## src/rtl/core/satq_pkg.sv

```systemverilog
package satq_pkg;

  localparam int unsigned ID_W     = 4;
  localparam int unsigned TICK_W   = 32;
  localparam int unsigned ENTRY_W  = TICK_W + ID_W;  // {due, id}
  localparam int unsigned MAX_FIRE = 16;             // fired alarms per tick at most
  localparam int unsigned POP_W    = $clog2(MAX_FIRE + 1);

  typedef enum logic [1:0] {
    ACT_TICK  = 2'd0,
    ACT_SET   = 2'd1,
    ACT_CLEAR = 2'd2
  } action_e;

  typedef enum logic [2:0] {
    ST_FIRED     = 3'd0,
    ST_SET_OK    = 3'd1,
    ST_SET_FULL  = 3'd2,
    ST_CLEARED   = 3'd3,
    ST_NOT_FOUND = 3'd4
  } status_e;

  typedef enum logic [3:0] {
    S_IDLE,
    S_TICK_RD,
    S_TICK_CHK,
    S_FIND_RD,
    S_FIND_CHK,
    S_SHIFT_RD,
    S_SHIFT_WR,
    S_INS_RD,
    S_INS_CHK,
    S_RESP
  } state_e;

  // Logical slot that the RAM read goes to.
  typedef enum logic [1:0] {
    RD_HEAD,
    RD_IDX,
    RD_NEXT,
    RD_PREV
  } rd_sel_e;

  typedef enum logic [1:0] {
    WR_NONE,
    WR_SHIFT,  // move read entry into slot idx
    WR_NEW     // place the pending set item into slot idx
  } wr_sel_e;

  typedef enum logic [2:0] {
    IDX_HOLD,
    IDX_INC,
    IDX_DEC,
    IDX_FILL,
    IDX_FILL_M1
  } idx_op_e;

  typedef enum logic [1:0] {
    FILL_HOLD,
    FILL_INC,
    FILL_DEC
  } fill_op_e;

  typedef enum logic {
    OUT_PEND,  // fired alarm held from the pop loop
    OUT_RESP   // single set or clear response
  } out_src_e;

  typedef struct packed {
    logic     load_item;
    logic     tick_inc;
    logic     rd_en;
    rd_sel_e  rd_sel;
    wr_sel_e  wr_sel;
    idx_op_e  idx_op;
    fill_op_e fill_op;
    logic     pop;
    logic     resp_load;
    status_e  resp_code;
    logic     out_load;
    out_src_e out_src;
    logic     out_last;
  } cmd_t;

  typedef struct packed {
    action_e act;
    logic    due_ok;
    logic    idx_at_fill;
    logic    next_lt_fill;
    logic    idx_zero;
    logic    full;
    logic    id_match;
    logic    due_gt;
    logic    pend_vld;
    logic    out_free;
  } sts_t;

endpackage

```

## src/rtl/core/sorted_alarm_timer_queue.sv

```systemverilog
// Sorted alarm timer queue. A 32-bit tick counter plus up to DEPTH alarms kept
// in due-tick order (equal due ticks fire in the order they were set), held in
// a single-port circular buffer RAM with a head pointer. A tick transfer
// bumps the counter (wrapping mod 2^32) and fires every head alarm whose due
// tick is at or below the new count, at most 16 per tick, one fired result
// per alarm with tlast on the final one; a tick with nothing due gives no
// result. A set transfer inserts an alarm, replacing any queued entry with
// the same id; a new id on a full queue is rejected. A clear transfer removes
// an alarm by id or reports not found. Set and clear give one result each.
// Action code 3 is dropped without a result. Items are worked one at a time
// through a registered RAM read: a tick reads and checks the head alarm once
// per fired alarm and once more to stop; a set or clear reads and checks each
// entry scanned for the id, reads and writes each entry shifted to close the
// gap, reads and checks each entry moved to open the insert slot, then posts
// the result. The next transfer is taken while the last result still waits in
// the output register; the block stalls only when a further result is due.
module sorted_alarm_timer_queue #(
  parameter int unsigned DEPTH = 16  // queue slots, 1 to 256
) (
  input  logic        clk_i,
  input  logic        rst_ni,
  // input items
  input  logic        s_axis_tvalid,
  output logic        s_axis_tready,
  input  logic [39:0] s_axis_tdata,   // [3:0] alarm_id, [35:4] due_tick, [39:36] zero
  input  logic [1:0]  s_axis_tuser,   // [1:0] action
  // results
  output logic        m_axis_tvalid,
  input  logic        m_axis_tready,
  output logic [39:0] m_axis_tdata,   // [3:0] result_id, [35:4] now_tick, [39:36] zero
  output logic [2:0]  m_axis_tuser,   // [2:0] status
  output logic        m_axis_tlast    // last result of this input
);

  satq_pkg::cmd_t cmd;
  satq_pkg::sts_t sts;

  logic [satq_pkg::ID_W-1:0]   out_id;
  logic [satq_pkg::TICK_W-1:0] out_tick;

  // sequencing: idle/accept, pop loop, id scan, gap close, insert walk, response
  satq_ctrl u_ctrl (
    .clk_i      (clk_i),
    .rst_ni     (rst_ni),
    .in_valid_i (s_axis_tvalid),
    .in_act_i   (s_axis_tuser),
    .in_ready_o (s_axis_tready),
    .sts_i      (sts),
    .cmd_o      (cmd)
  );

  // counter, queue pointers, RAM and the output register
  satq_dp #(
    .DEPTH (DEPTH)
  ) u_dp (
    .clk_i        (clk_i),
    .rst_ni       (rst_ni),
    .in_act_i     (s_axis_tuser),
    .in_data_i    (s_axis_tdata[satq_pkg::ENTRY_W-1:0]),
    .cmd_i        (cmd),
    .sts_o        (sts),
    .out_valid_o  (m_axis_tvalid),
    .out_ready_i  (m_axis_tready),
    .out_status_o (m_axis_tuser),
    .out_id_o     (out_id),
    .out_tick_o   (out_tick),
    .out_last_o   (m_axis_tlast)
  );

  assign m_axis_tdata = {4'b0000, out_tick, out_id};

endmodule

```

## src/rtl/core/satq_ram.sv

```systemverilog
module satq_ram #(
  parameter int unsigned Width = 36,
  parameter int unsigned Depth = 16
) (
  input  logic                                  clk_i,
  input  logic                                  wr_en_i,
  input  logic [$clog2(Depth > 1 ? Depth : 2)-1:0] wr_addr_i,
  input  logic [Width-1:0]                      wr_data_i,
  input  logic                                  rd_en_i,
  input  logic [$clog2(Depth > 1 ? Depth : 2)-1:0] rd_addr_i,
  output logic [Width-1:0]                      rd_data_o
);

  logic [Width-1:0] mem_q [Depth];
  logic [Width-1:0] rd_data_q;

  always_ff @(posedge clk_i) begin
    if (wr_en_i) begin
      mem_q[wr_addr_i] <= wr_data_i;
    end
    if (rd_en_i) begin
      rd_data_q <= mem_q[rd_addr_i];
    end
  end

  assign rd_data_o = rd_data_q;

endmodule

```

## src/rtl/core/satq_ctrl.sv

```systemverilog
module satq_ctrl (
  input  logic              clk_i,
  input  logic              rst_ni,
  input  logic              in_valid_i,
  input  logic [1:0]        in_act_i,
  output logic              in_ready_o,
  input  satq_pkg::sts_t    sts_i,
  output satq_pkg::cmd_t    cmd_o
);

  satq_pkg::state_e state_q, state_d;
  logic             accept;
  logic             stall;

  assign in_ready_o = (state_q == satq_pkg::S_IDLE);
  assign accept     = in_valid_i && in_ready_o;
  assign stall      = sts_i.pend_vld && !sts_i.out_free;

  always_ff @(posedge clk_i or negedge rst_ni) begin
    if (!rst_ni) begin
      state_q <= satq_pkg::S_IDLE;
    end else begin
      state_q <= state_d;
    end
  end

  // next state
  always_comb begin
    state_d = state_q;
    unique case (state_q)
      satq_pkg::S_IDLE: begin
        if (accept) begin
          case (in_act_i) inside
            satq_pkg::ACT_TICK:                      state_d = satq_pkg::S_TICK_RD;
            satq_pkg::ACT_SET, satq_pkg::ACT_CLEAR:  state_d = satq_pkg::S_FIND_RD;
            default:                                 state_d = satq_pkg::S_IDLE;
          endcase
        end
      end
      satq_pkg::S_TICK_RD:  state_d = satq_pkg::S_TICK_CHK;
      satq_pkg::S_TICK_CHK: begin
        if (!stall) begin
          state_d = sts_i.due_ok ? satq_pkg::S_TICK_RD : satq_pkg::S_IDLE;
        end
      end
      satq_pkg::S_FIND_RD: begin
        if (!sts_i.idx_at_fill) begin
          state_d = satq_pkg::S_FIND_CHK;
        end else if (sts_i.act == satq_pkg::ACT_CLEAR || sts_i.full) begin
          state_d = satq_pkg::S_RESP;
        end else begin
          state_d = satq_pkg::S_INS_RD;
        end
      end
      satq_pkg::S_FIND_CHK: begin
        state_d = sts_i.id_match ? satq_pkg::S_SHIFT_RD : satq_pkg::S_FIND_RD;
      end
      satq_pkg::S_SHIFT_RD: begin
        if (sts_i.next_lt_fill) begin
          state_d = satq_pkg::S_SHIFT_WR;
        end else if (sts_i.act == satq_pkg::ACT_CLEAR) begin
          state_d = satq_pkg::S_RESP;
        end else begin
          state_d = satq_pkg::S_INS_RD;
        end
      end
      satq_pkg::S_SHIFT_WR: state_d = satq_pkg::S_SHIFT_RD;
      satq_pkg::S_INS_RD: begin
        state_d = sts_i.idx_zero ? satq_pkg::S_RESP : satq_pkg::S_INS_CHK;
      end
      satq_pkg::S_INS_CHK: begin
        state_d = sts_i.due_gt ? satq_pkg::S_INS_RD : satq_pkg::S_RESP;
      end
      satq_pkg::S_RESP: begin
        if (sts_i.out_free) begin
          state_d = satq_pkg::S_IDLE;
        end
      end
      default: state_d = satq_pkg::S_IDLE;
    endcase
  end

  // commands
  always_comb begin
    cmd_o           = '0;
    cmd_o.rd_sel    = satq_pkg::RD_IDX;
    cmd_o.wr_sel    = satq_pkg::WR_NONE;
    cmd_o.idx_op    = satq_pkg::IDX_HOLD;
    cmd_o.fill_op   = satq_pkg::FILL_HOLD;
    cmd_o.resp_code = satq_pkg::ST_SET_OK;
    cmd_o.out_src   = satq_pkg::OUT_RESP;
    unique case (state_q)
      satq_pkg::S_IDLE: begin
        cmd_o.load_item = accept;
        cmd_o.tick_inc  = accept && (in_act_i == satq_pkg::ACT_TICK);
      end
      satq_pkg::S_TICK_RD: begin
        cmd_o.rd_en  = 1'b1;
        cmd_o.rd_sel = satq_pkg::RD_HEAD;
      end
      satq_pkg::S_TICK_CHK: begin
        if (!stall) begin
          cmd_o.out_load = sts_i.pend_vld;
          cmd_o.out_src  = satq_pkg::OUT_PEND;
          cmd_o.out_last = !sts_i.due_ok;
          cmd_o.pop      = sts_i.due_ok;
        end
      end
      satq_pkg::S_FIND_RD: begin
        if (!sts_i.idx_at_fill) begin
          cmd_o.rd_en  = 1'b1;
          cmd_o.rd_sel = satq_pkg::RD_IDX;
        end else if (sts_i.act == satq_pkg::ACT_CLEAR) begin
          cmd_o.resp_load = 1'b1;
          cmd_o.resp_code = satq_pkg::ST_NOT_FOUND;
        end else if (sts_i.full) begin
          cmd_o.resp_load = 1'b1;
          cmd_o.resp_code = satq_pkg::ST_SET_FULL;
        end else begin
          cmd_o.idx_op = satq_pkg::IDX_FILL;
        end
      end
      satq_pkg::S_FIND_CHK: begin
        if (!sts_i.id_match) begin
          cmd_o.idx_op = satq_pkg::IDX_INC;
        end
      end
      satq_pkg::S_SHIFT_RD: begin
        if (sts_i.next_lt_fill) begin
          cmd_o.rd_en  = 1'b1;
          cmd_o.rd_sel = satq_pkg::RD_NEXT;
        end else begin
          cmd_o.fill_op = satq_pkg::FILL_DEC;
          if (sts_i.act == satq_pkg::ACT_CLEAR) begin
            cmd_o.resp_load = 1'b1;
            cmd_o.resp_code = satq_pkg::ST_CLEARED;
          end else begin
            cmd_o.idx_op = satq_pkg::IDX_FILL_M1;
          end
        end
      end
      satq_pkg::S_SHIFT_WR: begin
        cmd_o.wr_sel = satq_pkg::WR_SHIFT;
        cmd_o.idx_op = satq_pkg::IDX_INC;
      end
      satq_pkg::S_INS_RD: begin
        if (sts_i.idx_zero) begin
          cmd_o.wr_sel    = satq_pkg::WR_NEW;
          cmd_o.fill_op   = satq_pkg::FILL_INC;
          cmd_o.resp_load = 1'b1;
          cmd_o.resp_code = satq_pkg::ST_SET_OK;
        end else begin
          cmd_o.rd_en  = 1'b1;
          cmd_o.rd_sel = satq_pkg::RD_PREV;
        end
      end
      satq_pkg::S_INS_CHK: begin
        if (sts_i.due_gt) begin
          cmd_o.wr_sel = satq_pkg::WR_SHIFT;
          cmd_o.idx_op = satq_pkg::IDX_DEC;
        end else begin
          cmd_o.wr_sel    = satq_pkg::WR_NEW;
          cmd_o.fill_op   = satq_pkg::FILL_INC;
          cmd_o.resp_load = 1'b1;
          cmd_o.resp_code = satq_pkg::ST_SET_OK;
        end
      end
      satq_pkg::S_RESP: begin
        cmd_o.out_load = sts_i.out_free;
        cmd_o.out_src  = satq_pkg::OUT_RESP;
        cmd_o.out_last = 1'b1;
      end
      default: begin
      end
    endcase
  end

endmodule

```

## src/rtl/core/satq_dp.sv

```systemverilog
module satq_dp #(
  parameter int unsigned DEPTH = 16
) (
  input  logic                          clk_i,
  input  logic                          rst_ni,
  input  logic [1:0]                    in_act_i,
  input  logic [satq_pkg::ENTRY_W-1:0]  in_data_i,  // {due_tick, alarm_id}
  input  satq_pkg::cmd_t                cmd_i,
  output satq_pkg::sts_t                sts_o,
  output logic                          out_valid_o,
  input  logic                          out_ready_i,
  output logic [2:0]                    out_status_o,
  output logic [satq_pkg::ID_W-1:0]     out_id_o,
  output logic [satq_pkg::TICK_W-1:0]   out_tick_o,
  output logic                          out_last_o
);

  localparam int unsigned AW = (DEPTH > 1) ? $clog2(DEPTH) : 1;
  localparam int unsigned CW = $clog2(DEPTH + 1);
  localparam int unsigned IW = satq_pkg::ID_W;
  localparam int unsigned TW = satq_pkg::TICK_W;
  localparam int unsigned EW = satq_pkg::ENTRY_W;
  localparam int unsigned PW = satq_pkg::POP_W;

  logic [TW-1:0] cnt_q, cnt_d;
  logic [AW-1:0] head_q, head_d;
  logic [CW-1:0] fill_q, fill_d;
  logic [CW-1:0] idx_q, idx_d;
  logic [PW-1:0] pops_q, pops_d;
  logic          pend_vld_q, pend_vld_d;
  logic [IW-1:0] pend_id_q;
  logic [1:0]    act_q;
  logic [IW-1:0] id_q;
  logic [TW-1:0] due_q;
  logic [2:0]    resp_q;

  logic          out_vld_q;
  logic [2:0]    out_status_q;
  logic [IW-1:0] out_id_q;
  logic [TW-1:0] out_tick_q;
  logic          out_last_q;

  logic [CW-1:0] rd_lidx;
  logic [AW-1:0] rd_addr, wr_addr;
  logic          wr_en;
  logic [EW-1:0] wr_data, rd_data;
  logic [TW-1:0] rd_due;
  logic [IW-1:0] rd_id;
  logic [CW:0]   idx_p1;
  logic          out_free;

  // logical slot -> RAM address on the circular buffer (sum stays below 2*DEPTH)
  function automatic logic [AW-1:0] phys(input logic [AW-1:0] head,
                                         input logic [CW-1:0] lidx);
    logic [CW:0] sum;
    sum = (CW+1)'(head) + (CW+1)'(lidx);
    if (sum >= (CW+1)'(DEPTH)) begin
      sum = sum - (CW+1)'(DEPTH);
    end
    return sum[AW-1:0];
  endfunction

  assign idx_p1 = (CW+1)'(idx_q) + (CW+1)'(1);

  always_comb begin
    case (cmd_i.rd_sel)
      satq_pkg::RD_HEAD: rd_lidx = '0;
      satq_pkg::RD_NEXT: rd_lidx = idx_p1[CW-1:0];
      satq_pkg::RD_PREV: rd_lidx = idx_q - CW'(1);
      default:           rd_lidx = idx_q;
    endcase
  end

  assign rd_addr = phys(head_q, rd_lidx);
  assign wr_addr = phys(head_q, idx_q);
  assign wr_en   = (cmd_i.wr_sel != satq_pkg::WR_NONE);
  assign wr_data = (cmd_i.wr_sel == satq_pkg::WR_NEW) ? {due_q, id_q} : rd_data;

  satq_ram #(
    .Width (EW),
    .Depth (DEPTH)
  ) u_ram (
    .clk_i     (clk_i),
    .wr_en_i   (wr_en),
    .wr_addr_i (wr_addr),
    .wr_data_i (wr_data),
    .rd_en_i   (cmd_i.rd_en),
    .rd_addr_i (rd_addr),
    .rd_data_o (rd_data)
  );

  assign rd_due = rd_data[EW-1:IW];
  assign rd_id  = rd_data[IW-1:0];

  assign out_free = !out_vld_q || out_ready_i;

  // status
  assign sts_o.act          = satq_pkg::action_e'(act_q);
  assign sts_o.due_ok       = (fill_q != '0) && (pops_q < PW'(satq_pkg::MAX_FIRE))
                              && (rd_due <= cnt_q);
  assign sts_o.idx_at_fill  = (idx_q == fill_q);
  assign sts_o.next_lt_fill = (idx_p1 < (CW+1)'(fill_q));
  assign sts_o.idx_zero     = (idx_q == '0);
  assign sts_o.full         = (fill_q == CW'(DEPTH));
  assign sts_o.id_match     = (rd_id == id_q);
  assign sts_o.due_gt       = (rd_due > due_q);
  assign sts_o.pend_vld     = pend_vld_q;
  assign sts_o.out_free     = out_free;

  always_comb begin
    cnt_d      = cnt_q;
    head_d     = head_q;
    fill_d     = fill_q;
    idx_d      = idx_q;
    pops_d     = pops_q;
    pend_vld_d = pend_vld_q;

    if (cmd_i.tick_inc) begin
      cnt_d = cnt_q + TW'(1);
    end

    case (cmd_i.idx_op)
      satq_pkg::IDX_INC:     idx_d = idx_q + CW'(1);
      satq_pkg::IDX_DEC:     idx_d = idx_q - CW'(1);
      satq_pkg::IDX_FILL:    idx_d = fill_q;
      satq_pkg::IDX_FILL_M1: idx_d = fill_q - CW'(1);
      default:               idx_d = idx_q;
    endcase

    case (cmd_i.fill_op)
      satq_pkg::FILL_INC: fill_d = fill_q + CW'(1);
      satq_pkg::FILL_DEC: fill_d = fill_q - CW'(1);
      default:            fill_d = fill_q;
    endcase

    if (cmd_i.load_item) begin
      idx_d      = '0;
      pops_d     = '0;
      pend_vld_d = 1'b0;
    end

    // head alarm leaves by moving the head pointer
    if (cmd_i.pop) begin
      head_d     = (head_q == AW'(DEPTH - 1)) ? '0 : head_q + AW'(1);
      fill_d     = fill_q - CW'(1);
      pops_d     = pops_q + PW'(1);
      pend_vld_d = 1'b1;
    end
  end

  always_ff @(posedge clk_i or negedge rst_ni) begin
    if (!rst_ni) begin
      cnt_q      <= '0;
      head_q     <= '0;
      fill_q     <= '0;
      idx_q      <= '0;
      pops_q     <= '0;
      pend_vld_q <= 1'b0;
      out_vld_q  <= 1'b0;
    end else begin
      cnt_q      <= cnt_d;
      head_q     <= head_d;
      fill_q     <= fill_d;
      idx_q      <= idx_d;
      pops_q     <= pops_d;
      pend_vld_q <= pend_vld_d;
      if (cmd_i.out_load) begin
        out_vld_q <= 1'b1;
      end else if (out_ready_i) begin
        out_vld_q <= 1'b0;
      end
    end
  end

  // payload registers
  always_ff @(posedge clk_i) begin
    if (cmd_i.load_item) begin
      act_q <= in_act_i;
      id_q  <= in_data_i[IW-1:0];
      due_q <= in_data_i[EW-1:IW];
    end
    if (cmd_i.pop) begin
      pend_id_q <= rd_id;
    end
    if (cmd_i.resp_load) begin
      resp_q <= cmd_i.resp_code;
    end
    if (cmd_i.out_load) begin
      out_tick_q <= cnt_q;
      out_last_q <= cmd_i.out_last;
      if (cmd_i.out_src == satq_pkg::OUT_PEND) begin
        out_status_q <= satq_pkg::ST_FIRED;
        out_id_q     <= pend_id_q;
      end else begin
        out_status_q <= resp_q;
        out_id_q     <= id_q;
      end
    end
  end

  assign out_valid_o  = out_vld_q;
  assign out_status_o = out_status_q;
  assign out_id_o     = out_id_q;
  assign out_tick_o   = out_tick_q;
  assign out_last_o   = out_last_q;

  a_fill_bound: assert property (@(posedge clk_i) disable iff (!rst_ni)
    fill_q <= CW'(DEPTH))
    else $error("queue fill above depth");

  a_no_drop: assert property (@(posedge clk_i) disable iff (!rst_ni)
    cmd_i.out_load |-> out_free)
    else $error("result loaded over a waiting result");

  a_one_port: assert property (@(posedge clk_i) disable iff (!rst_ni)
    !(wr_en && cmd_i.rd_en))
    else $error("RAM read and write in the same cycle");

  a_pop_limit: assert property (@(posedge clk_i) disable iff (!rst_ni)
    cmd_i.pop |=> (pops_q <= PW'(satq_pkg::MAX_FIRE)) && (fill_q == $past(fill_q) - CW'(1)))
    else $error("pop count or fill slipped");

endmodule

```

## config.mk

```make
export PLATFORM = sky130hd
export DESIGN_NAME = sorted_alarm_timer_queue
export DESIGN_NICKNAME = d
export VERILOG_FILES = /design/src/rtl/core/satq_pkg.sv /design/src/rtl/core/sorted_alarm_timer_queue.sv /design/src/rtl/core/satq_ram.sv /design/src/rtl/core/satq_ctrl.sv /design/src/rtl/core/satq_dp.sv
export SDC_FILE = /design/constraint.sdc
export NUM_CORES = 1
export LEC_CHECK = 0
export BUFFER_PORTS_ARGS = -buffer_cell sky130_fd_sc_hd__buf_2
export CAP_MARGIN = 25
export CORE_MARGIN = 4
export CORE_UTILIZATION = 56
export DETAILED_ROUTE_END_ITERATION = 7
export HOLD_SLACK_MARGIN = 0.12
export PLACE_DENSITY = 0.76
export SLEW_MARGIN = 20
export SYNTH_ARGS = -nofsm -noshare
export SYNTH_HDL_FRONTEND = slang
export SYNTH_SLANG_ARGS = --single-unit
export TNS_END_PERCENT = 30
```

## constraint.sdc

```tcl
create_clock -name clk_i -period 5 [get_ports clk_i]
set_input_delay 0.5 -clock clk_i [delete_from_list [all_inputs] [get_ports clk_i]]
set_output_delay 0.5 -clock clk_i [all_outputs]
set_load 0.005 [all_outputs]
```

# Word level (Yosys, flattened, before mapping)
# Memories as Yosys holds them, arrays and structs flattened. A register that Yosys moved wholly into a read port is not among the register bits.
# Cells that the tools add are included.
# totals
register_bits,142
mem_bits_rw,576
input_bits,46
out_inout_bits,46
word_cells,149
mem_count,1
# op_classes
add_sub_neg,12
magnitude_cmp,6
eq_ne,28
mux,63
n_reduce_logical,22
# memory_table
memory,words,width,read_ports,rd_clocked_by_memory_dff,wr,line_no,rtl
u_dp.u_ram.mem_q,16,36,1,1,1,satq_ram.sv:14,logic [Width-1:0] mem_q [Depth];
# op_table
op,count
4-bit 2-to-1 mux,20
4-bit one-hot mux with 10 select lines,1
36-bit 2-to-1 mux,1
32-bit by 1-bit adder with 32-bit output (second input constant),1
32-bit greater-than comparator,1
32-bit less-or-equal comparator,1
5-bit 2-to-1 mux,5
3-bit 2-to-1 mux,7
5-bit one-hot mux with 4 select lines,1
4-bit by 3-bit equality test with 1-bit output (second input constant),4
4-bit one-hot mux with 4 select lines,1
5-bit by 1-bit adder with 5-bit output (second input constant),3
3-bit one-hot mux with 5 select lines,1
5-bit one-hot mux with 3 select lines,1
2-bit 2-to-1 mux,7
1-bit 2-to-1 mux,13
4-bit by 5-bit adder with 6-bit output,2
2-bit equality test (second input constant),6
4-bit equality test (second input constant),3
6-bit by 5-bit >= comparator with 1-bit output (second input constant),2
2-bit one-hot mux with 3 select lines,2
3-bit one-hot mux with 4 select lines,1
5-bit one-hot mux with 2 select lines,1
5-bit nonzero test,2
28 further kinds,44

# Logic depth before layout (Yosys ltp)
# Gate-level depths: netlist of the first run.
# logic_depth
depth_word,9
ltp_mapped,20
mapped_depth_nobuf,17

# Modules after synthesis
# A second synthesis of the first run with hierarchy kept.
# unflattened
cells_unflattened,1777
hier_area_um2,31345.1
# by_module_without_submodules
mod,n_inst,cells_per_inst,area_per_inst_um2
satq_ram,1,938,22679.3
satq_dp,1,739,7946.4
satq_ctrl,1,95,685.7
sorted_alarm_timer_queue,1,5,33.8

# Least setup slack after synthesis of the first run
# Ideal clock, no wire load.
# synth_timing
path_kind,register to register
startpoint,register u_dp.idx_q[0]
endpoint,"register u_dp.u_ram.rd_data_q[10], in the netlist u_dp.u_ram.rd_data_o[10], read port of u_dp.u_ram.mem_q (data pin)"
arrival_ns,4.489
setup_slack_ns,0.245
path_stages_with_launch,18
n_path_buf,4
period_less_slack_ns,4.755
cell_sequence,dfrtp_1 > inv_1 > ha_1 > ha_1 > nor2b_1 > o2111ai_2 > nand2_1 > o32a_1 > buf_4 > nand3_1 > o21ai_0 > ha_1 > clkbuf_1 > clkbuf_1 > clkbuf_1 > mux4_2 > o211ai_1 > o211ai_2
# synth_via
elab_chain_cells,9
elab_cells_between_ends,17
# synth_rtl
element,line_no,rtl
from (decl),satq_dp.sv:28,"logic [CW-1:0] idx_q, idx_d;"
from (signal assigned),satq_dp.sv:164,idx_q <= idx_d;
5-bit by 1-bit adder with 6-bit output,satq_dp.sv:63,assign idx_p1 = (CW+1)'(idx_q) + (CW+1)'(1);
6-bit by 5-bit < comparator with 1-bit output,satq_dp.sv:102,assign sts_o.next_lt_fill = (idx_p1 < (CW+1)'(fill_q));
3-bit 2-to-1 mux,satq_ctrl.sv:129,if (sts_i.next_lt_fill) begin
3-bit one-hot mux with 4 select lines,satq_ctrl.sv:92,unique case (state_q)
2-bit equality test or 2-bit logical NOT (tied branches),satq_dp.sv:66,case (cmd_i.rd_sel)
5-bit one-hot mux with 3 select lines,satq_dp.sv:66,
4-bit by 5-bit adder with 6-bit output,satq_dp.sv:56,sum = (CW+1)'(head) + (CW+1)'(lidx);
6-bit by 5-bit >= comparator with 1-bit output or 4-bit by 1-bit subtractor with 4-bit output (tied branches),"satq_dp.sv:57, satq_dp.sv:58",
4-bit 2-to-1 mux,satq_dp.sv:57,if (sum >= (CW+1)'(DEPTH)) begin
to (decl),satq_ram.sv:15,logic [Width-1:0] rd_data_q;
# Several ways; a longest one is shown, not always the timed one.
# A chain may end at the register's enable or synchronous reset.

# Worst setup path after layout of the first run
# layout_timing
startpoint,register u_dp.idx_q[0]
endpoint,"register u_dp.u_ram.rd_data_q[16], in the netlist u_dp.u_ram.rd_data_o[16], read port of u_dp.u_ram.mem_q (data pin)"
# The elaborated chain is that of the path after synthesis.

==> results.cfg, run 1 <==
[clock_network]
clock-root-buffer = clkbuf_16
cts_buffers = 76
clockBufferDepth = 3
cts_tree = yes
clkTransAtPathRegs_ns = 0.06
cts.sinks = 754
clock_latency_ns = 0.63
htreeDepth = 3
cts_setup_buffers = 0

[die]
io_pins = 92
die_area_um2 = 61000
core-area_um2 = 56500
initial_core_util_pct = 56.6
die_w_um = 247
rows = 87
die_y_um = 247

[global_routing]
grt_antenna_before_repair = 1
grt_pass1_wl_um = 116000
first_global_vias = 18587
grt.total_usage_pct = 25.7
grt-ovfl-total = 0
grt_max_degree = 58

[layout]
regArea_um2 = 22400
final.fill_count = 3688
mostFrequentLayoutCells = edfxtp_1 (697), nand2_1 (202), mux4_2 (144)
multi_input_area_um2 = 9030
layout.nets = 2244
drive_gt1_share_pct = 24.4
final_common_cell = edfxtp_1
antenna_cells = 0
syn2layout_area_growth_pct = 15.8

[pwr]
power_density_nw_per_um2 = 754
vdd_drop_max_v = 0.000645
p_leak_nw = 12.9

[sta]
finalSetupTns_ns = 0
hold_slack_ns = 0.321
hold_violations = 0
fin_crit_sh_pct = 95.1
skew_ns = 0.0345
timing.final.max_slew_violations = 0
tightest_slew_ns = 0.942
finalSetupViolations = 0
fmax_ghz = 0.210
maxSlewHeadroom_pct = 36.8
min_period_ns = 4.75

[yosys]
ys_async_sr_fraction_pct = 7.56
ys_seq_area_share_pct = 69.9
synth_ff_type = edfxtp_1
synth.ff_latch_count = 754
synth-edff-count = 697
ys_warn_count = 0
synthCells = 1885
synthesis.area_um2 = 32000
synth.distinct_cells = 77
syn_area_per_cell_um2 = 17.0

[flow_run]
drv_cap = 0

[place]
place_congestion = 0.932
dp_hpwl_um = 45600
io_buffers = 83

[routing]
first_pass_iters = 6
drt_iter0_drc = 2132
num_vias = 18535
wl_per_cell_um = 26.4
drc_errors = 0
ant_nets = 0
wirelength_um = 77400
post_drt_via_cell_ratio = 6.33

[critical_path]
crit_slowest_cell = fa_4
crit_fanout = 11
crit_chain = inv_1 > ha_1 > ha_1 > nor2b_1 > o2111ai_2 > nand2_1 > o32a_1 > buf_4 > nand3_1 > o21ai_2 > ha_4 > inv_1 > fa_4 > buf_12 > buf_12 > mux4_2 > nand2_1 > a211o_1 > o211ai_2
slowest_delay_ns = 0.69
worstSetupEndpointType = register
start_kind = register
cp.required_ns = 5.33
crit_buf_inv = 5
worst_path_dominant_cell_family = adder cells
worstPathArrival_ns = 5.09
criticalPathCategory = register to register

[outcome]
status = completed

[worst_hold_path]
hold_path_class = primary input to register
registers in the layout, summed over array words and instances, names as in the netlist, 5 cells and up:
register              flops
u_dp.idx_q                5
u_dp.u_ram.mem_q        576
u_dp.due_q               32
u_dp.fill_q               5
u_dp.out_tick_o          32
u_dp.cnt_q               32
u_dp.u_ram.rd_data_o     36
u_dp.pops_q               5
logic make-up after synthesis:
kind of cell	after synthesis	synth area share (%)
and+or+nand+nor	386	5.67
other	1	0.0117
AOI/OAI and AO/OA	265	6.29
DFF	754	69.9
adders and majority gates	86	3.41
muxes	158	10.6
xor gates and xnor gates	60	1.64
buffers and inverters	175	2.44
stage by stage:
stage	worst slack (ns)	total power (W)	utilization, %	std cells	area, um^2
2_1_floorplan	0.245	0.0180	-	1888	32000
3_3_place_gp	0.130	0.0219	60.5	2749	34200
3_5_place_dp	0.110	0.0223	60.5	2750	34200
4_1_cts	0.0809	0.0279	65.5	2929	37000
5_1_grt	-0.00224	0.0293	65.5	2930	37000
6_report	0.246	0.0279	65.5	2930	37000
path summary, 6_finish.rpt:
kind,from,to,slack [ns],depth (start not counted)
min in group asynchronous,rst_ni,u_dp.cnt_q[4],0.57,3
worst max-delay path,u_dp.idx_q[0],u_dp.u_ram.rd_data_o[16],0.25,19
worst max register to register,u_dp.idx_q[0],u_dp.u_ram.rd_data_o[16],0.25,19
worst min register to register,u_dp.cnt_q[31],u_dp.out_tick_o[31],0.48,0
worst min-delay path,m_axis_tready,u_dp.out_valid_o,0.32,3
max in group asynchronous,rst_ni,u_dp.idx_q[0],3.89,3
power by group:
part           switching, W  leakage, nW  internal [W]  total [W]
registers          0.000557         6.99       0.00874    0.00930
logic               0.00729         4.74       0.00585     0.0131
clock network       0.00234         1.16       0.00313    0.00547
cells in the mapped netlist (3+ instances only):
cell | count | share of area [%]
nand3b_1 | 4 | 0.094
nand4_1 | 19 | 0.37
xnor2_1 | 48 | 1.3
buf_2 | 12 | 0.19
o21ai_0 | 59 | 0.92
ha_1 | 84 | 3.3
o211ai_2 | 30 | 1.2
nand3_1 | 33 | 0.52
mux2_2 | 10 | 0.35
nor2_1 | 46 | 0.54
and3_1 | 5 | 0.098
buf_4 | 5 | 0.12
a211o_1 | 37 | 1.0
o22ai_1 | 4 | 0.078
nor2b_1 | 10 | 0.20
mux4_2 | 144 | 10
o211ai_1 | 47 | 1.1
nand2_1 | 203 | 2.4
and2_1 | 6 | 0.12
dfrtp_1 | 57 | 4.5
buf_6 | 12 | 0.42
mux2i_1 | 4 | 0.13
o31ai_1 | 3 | 0.070
or3_1 | 3 | 0.059
o21a_1 | 4 | 0.094
clkbuf_1 | 49 | 0.58
nor3b_1 | 4 | 0.094
nand2b_1 | 9 | 0.18
a21oi_1 | 39 | 0.61
nor4_1 | 3 | 0.059
xor2_1 | 12 | 0.33
o221ai_1 | 3 | 0.082
a31oi_1 | 4 | 0.078
a211oi_1 | 4 | 0.094
edfxtp_1 | 697 | 65
nor3_1 | 23 | 0.36
a21o_1 | 7 | 0.16
inv_1 | 84 | 0.99
buf_1 | 12 | 0.14
worst register-to-register path, delay by kind of cell, from the launching register on:
kind            cells  cell delay, ns
simple gates        4            0.46
fa+ha+maj           4            1.53
buf+inv             5            0.67
mux                 1            0.28
flops               1            0.42
compound gates      5            1.10
layer usage:
metal	up-vias	global-route usage, %	share of wire (%)
li1	7862	-	-
met1	9436	35.5	38
met2	1080	42.0	49
met3	155	4.53	10
met4	2	8.56	3.1
met5	-	0	0.013
area by class of cell:
| class | count | share of cell area (%) |
|---|---|---|
| flip-flops and latches | 754 | 60.4 |
| multi-input cells | 959 | 24.4 |
| clock buffers | 101 | 5.59 |
| repair buffers | 236 | 5.34 |
| well taps | 756 | 2.56 |
| clock inverters | 39 | 0.869 |
| inverters | 85 | 0.862 |
repair_timing:
item,4_1_cts,5_1_grt
endpoints found under the hold margin,95,0
setup endpoints to repair,0,36
hold buffers,39,0
resized for setup,0,6
No activity file was read; power rests on OpenSTA's default activity.
==> inputs of run 2 (changes only) <==
- CORE_MARGIN: 4 -> 2
- GPL_ROUTABILITY_DRIVEN: unset -> 0
==> run 2 against run 1 <==
  * Fmax down 0.63%
  * Critical path type unchanged
  * Clock skew decreased by 0.013 ns
  * Sequential cell count stayed put
  * Power down 0.44%
  * Final area barely moved
  * Combinational power down 3%
  * Clock-buffer cell count unchanged
  * Global-route usage rose by 0.29 points
  * Clock power rose by 5.5%
  * Via count shrank 1.2%
  * Critical endpoint is now u_dp.u_ram.rd_data_o[35]
==> results.cfg, run 2 (synthesized netlist as in run 1, its figures left out) <==
[critical_path]
crit_fanout = 36
criticalPathCategory = register to register
r2r_slack_ns = 0.22
worstPathArrival_ns = 5.10
start_kind = register
worstSetupEndpointType = register
worstSetupStartpoint = u_dp.idx_q[0]
r2r-start = u_dp.idx_q[0]
cp.required_ns = 5.32

[clock_network]
cts_setup_buffers = 0
cts.sinks = 754
cts_tree = yes
htreeDepth = 3
clock-root-buffer = clkbuf_16
clockBufferDepth = 3
clock_latency_ns = 0.62
cts_buffers = 77
clkTransAtPathRegs_ns = 0.06

[pwr]
power_density_nw_per_um2 = 751
p_leak_nw = 12.9
p_total_w = 0.0278
vdd_drop_max_v = 0.00108

[layout]
final_core_util_pct = 65.6
largest_reg_flops = 576
multi_input_area_um2 = 9020
top_register = u_dp.u_ram.mem_q
syn2layout_area_growth_pct = 15.7
regArea_um2 = 22400
drive_gt1_share_pct = 24.2
layout.nets = 2227
final_common_cell = edfxtp_1
final.fill_count = 3716
mostFrequentLayoutCells = edfxtp_1 (697), nand2_1 (202), mux4_2 (144)

[die]
initial_core_util_pct = 56.7
die_w_um = 243
core-area_um2 = 56400
io_pins = 92
die_area_um2 = 59000
die_y_um = 243
rows = 87

[worst_hold_path]
hold_path_class = primary input to register
hold_start = m_axis_tready

[sta]
timing.final.max_slew_violations = 0
fmax_ghz = 0.209
finalSetupViolations = 0
maxSlewHeadroom_pct = 26.8
finalSetupTns_ns = 0
tightest_slew_ns = 1.10
min_period_ns = 4.78
grt_setup_unrepaired = no
fin_crit_sh_pct = 95.7
hold_violations = 0
hold_slack_ns = 0.282
skew_ns = 0.0219

[routing]
drc_errors = 0
num_vias = 18312
drt_iter0_drc = 2110
post_drt_via_cell_ratio = 6.28
wl_per_cell_um = 25.9
wirelength_um = 75600
ant_nets = 0
first_pass_iters = 6

[global_routing]
grt_pass1_wl_um = 114000
grt.total_usage_pct = 26.0
grt_antenna_before_repair = 0
grt-ovfl-total = 0
first_global_vias = 18806
grt_max_degree = 58

[flow_run]
drv_cap = 0

[place]
dp_hpwl_um = 43700
io_buffers = 83

[outcome]
status = completed
## run 2: cell types whose count changed in the layout (fill, tap and decap cells not counted), sizes merged
cell	change
buf	-18
diode	+1
bufinv	+2
clkinv	-6
clkinvlp	+2
inv	+3
## run 2: routing by layer
layer / wire length (um) / global-route usage (%) / vias to the layer above
li1: - / - / 7836
met1: 27800 / 34.2 / 9206
met2: 36700 / 42.0 / 1073
met3: 8110 / 5.62 / 197
met4: 3040 / 11.6 / 0
met5: 0 / 0 / -
## run 2: worst paths after layout
check,end,depth (start not counted)
max,u_dp.u_ram.rd_data_o[35],15
max reg2reg,u_dp.u_ram.rd_data_o[35],15
min,u_dp.out_valid_o,3
min in group asynchronous,u_dp.idx_q[2],3
min reg2reg,u_dp.out_tick_o[31],0
max in group asynchronous,u_dp.cnt_q[31],3
## run 2: layout make-up
cell class | count | share of cell area (%)
sequential | 754 | 60.4
multi-input combinational | 959 | 24.4
clock buffer | 101 | 5.87
timing repair buffer | 218 | 4.86
tap | 756 | 2.56
clock inverter | 40 | 1.03
inverter | 85 | 0.869
antenna | 1 | 0.00676
## run 2: metrics by stage
| stage | std cells | instance area [um^2] | setup slack [ns] |
|---|---|---|---|
| 2_1_floorplan | 1888 | 32000 | 0.245 |
| 3_3_place_gp | 2732 | 34000 | 0.270 |
| 3_5_place_dp | 2732 | 34000 | 0.207 |
| 4_1_cts | 2912 | 37000 | 0.193 |
| 5_1_grt | 2913 | 37000 | 0.0248 |
| 6_report | 2914 | 37000 | 0.216 |
## run 2: power breakdown
part           total [W]  leakage (nW)  switching, W  internal, W
Combinational     0.0127          4.63       0.00718      0.00554
Clock            0.00577          1.25       0.00238      0.00339
Sequential       0.00930          6.99      0.000558      0.00874
Total             0.0278          12.9        0.0101       0.0177
## run 2: timing repair
item,in CTS,in global routing
setup endpoints to repair,0,10
endpoints found under the hold margin,95,0
gates resized for setup,0,1
hold buffers,39,0
## run 2: critical path, stage by stage, from the launching register on
cell and delay, ns:
dfrtp_1 0.48, inv_1 0.11, ha_1 0.39, ha_1 0.30, nor2b_1 0.14, o2111ai_2 0.17
nand2_1 0.10, o32a_1 0.46, o21ai_0 0.28, ha_1 0.28, a21o_1 0.17, a21oi_1 0.17
xnor2_1 0.13, and4_4 0.22, nor2_8 0.82, o211ai_1 0.22
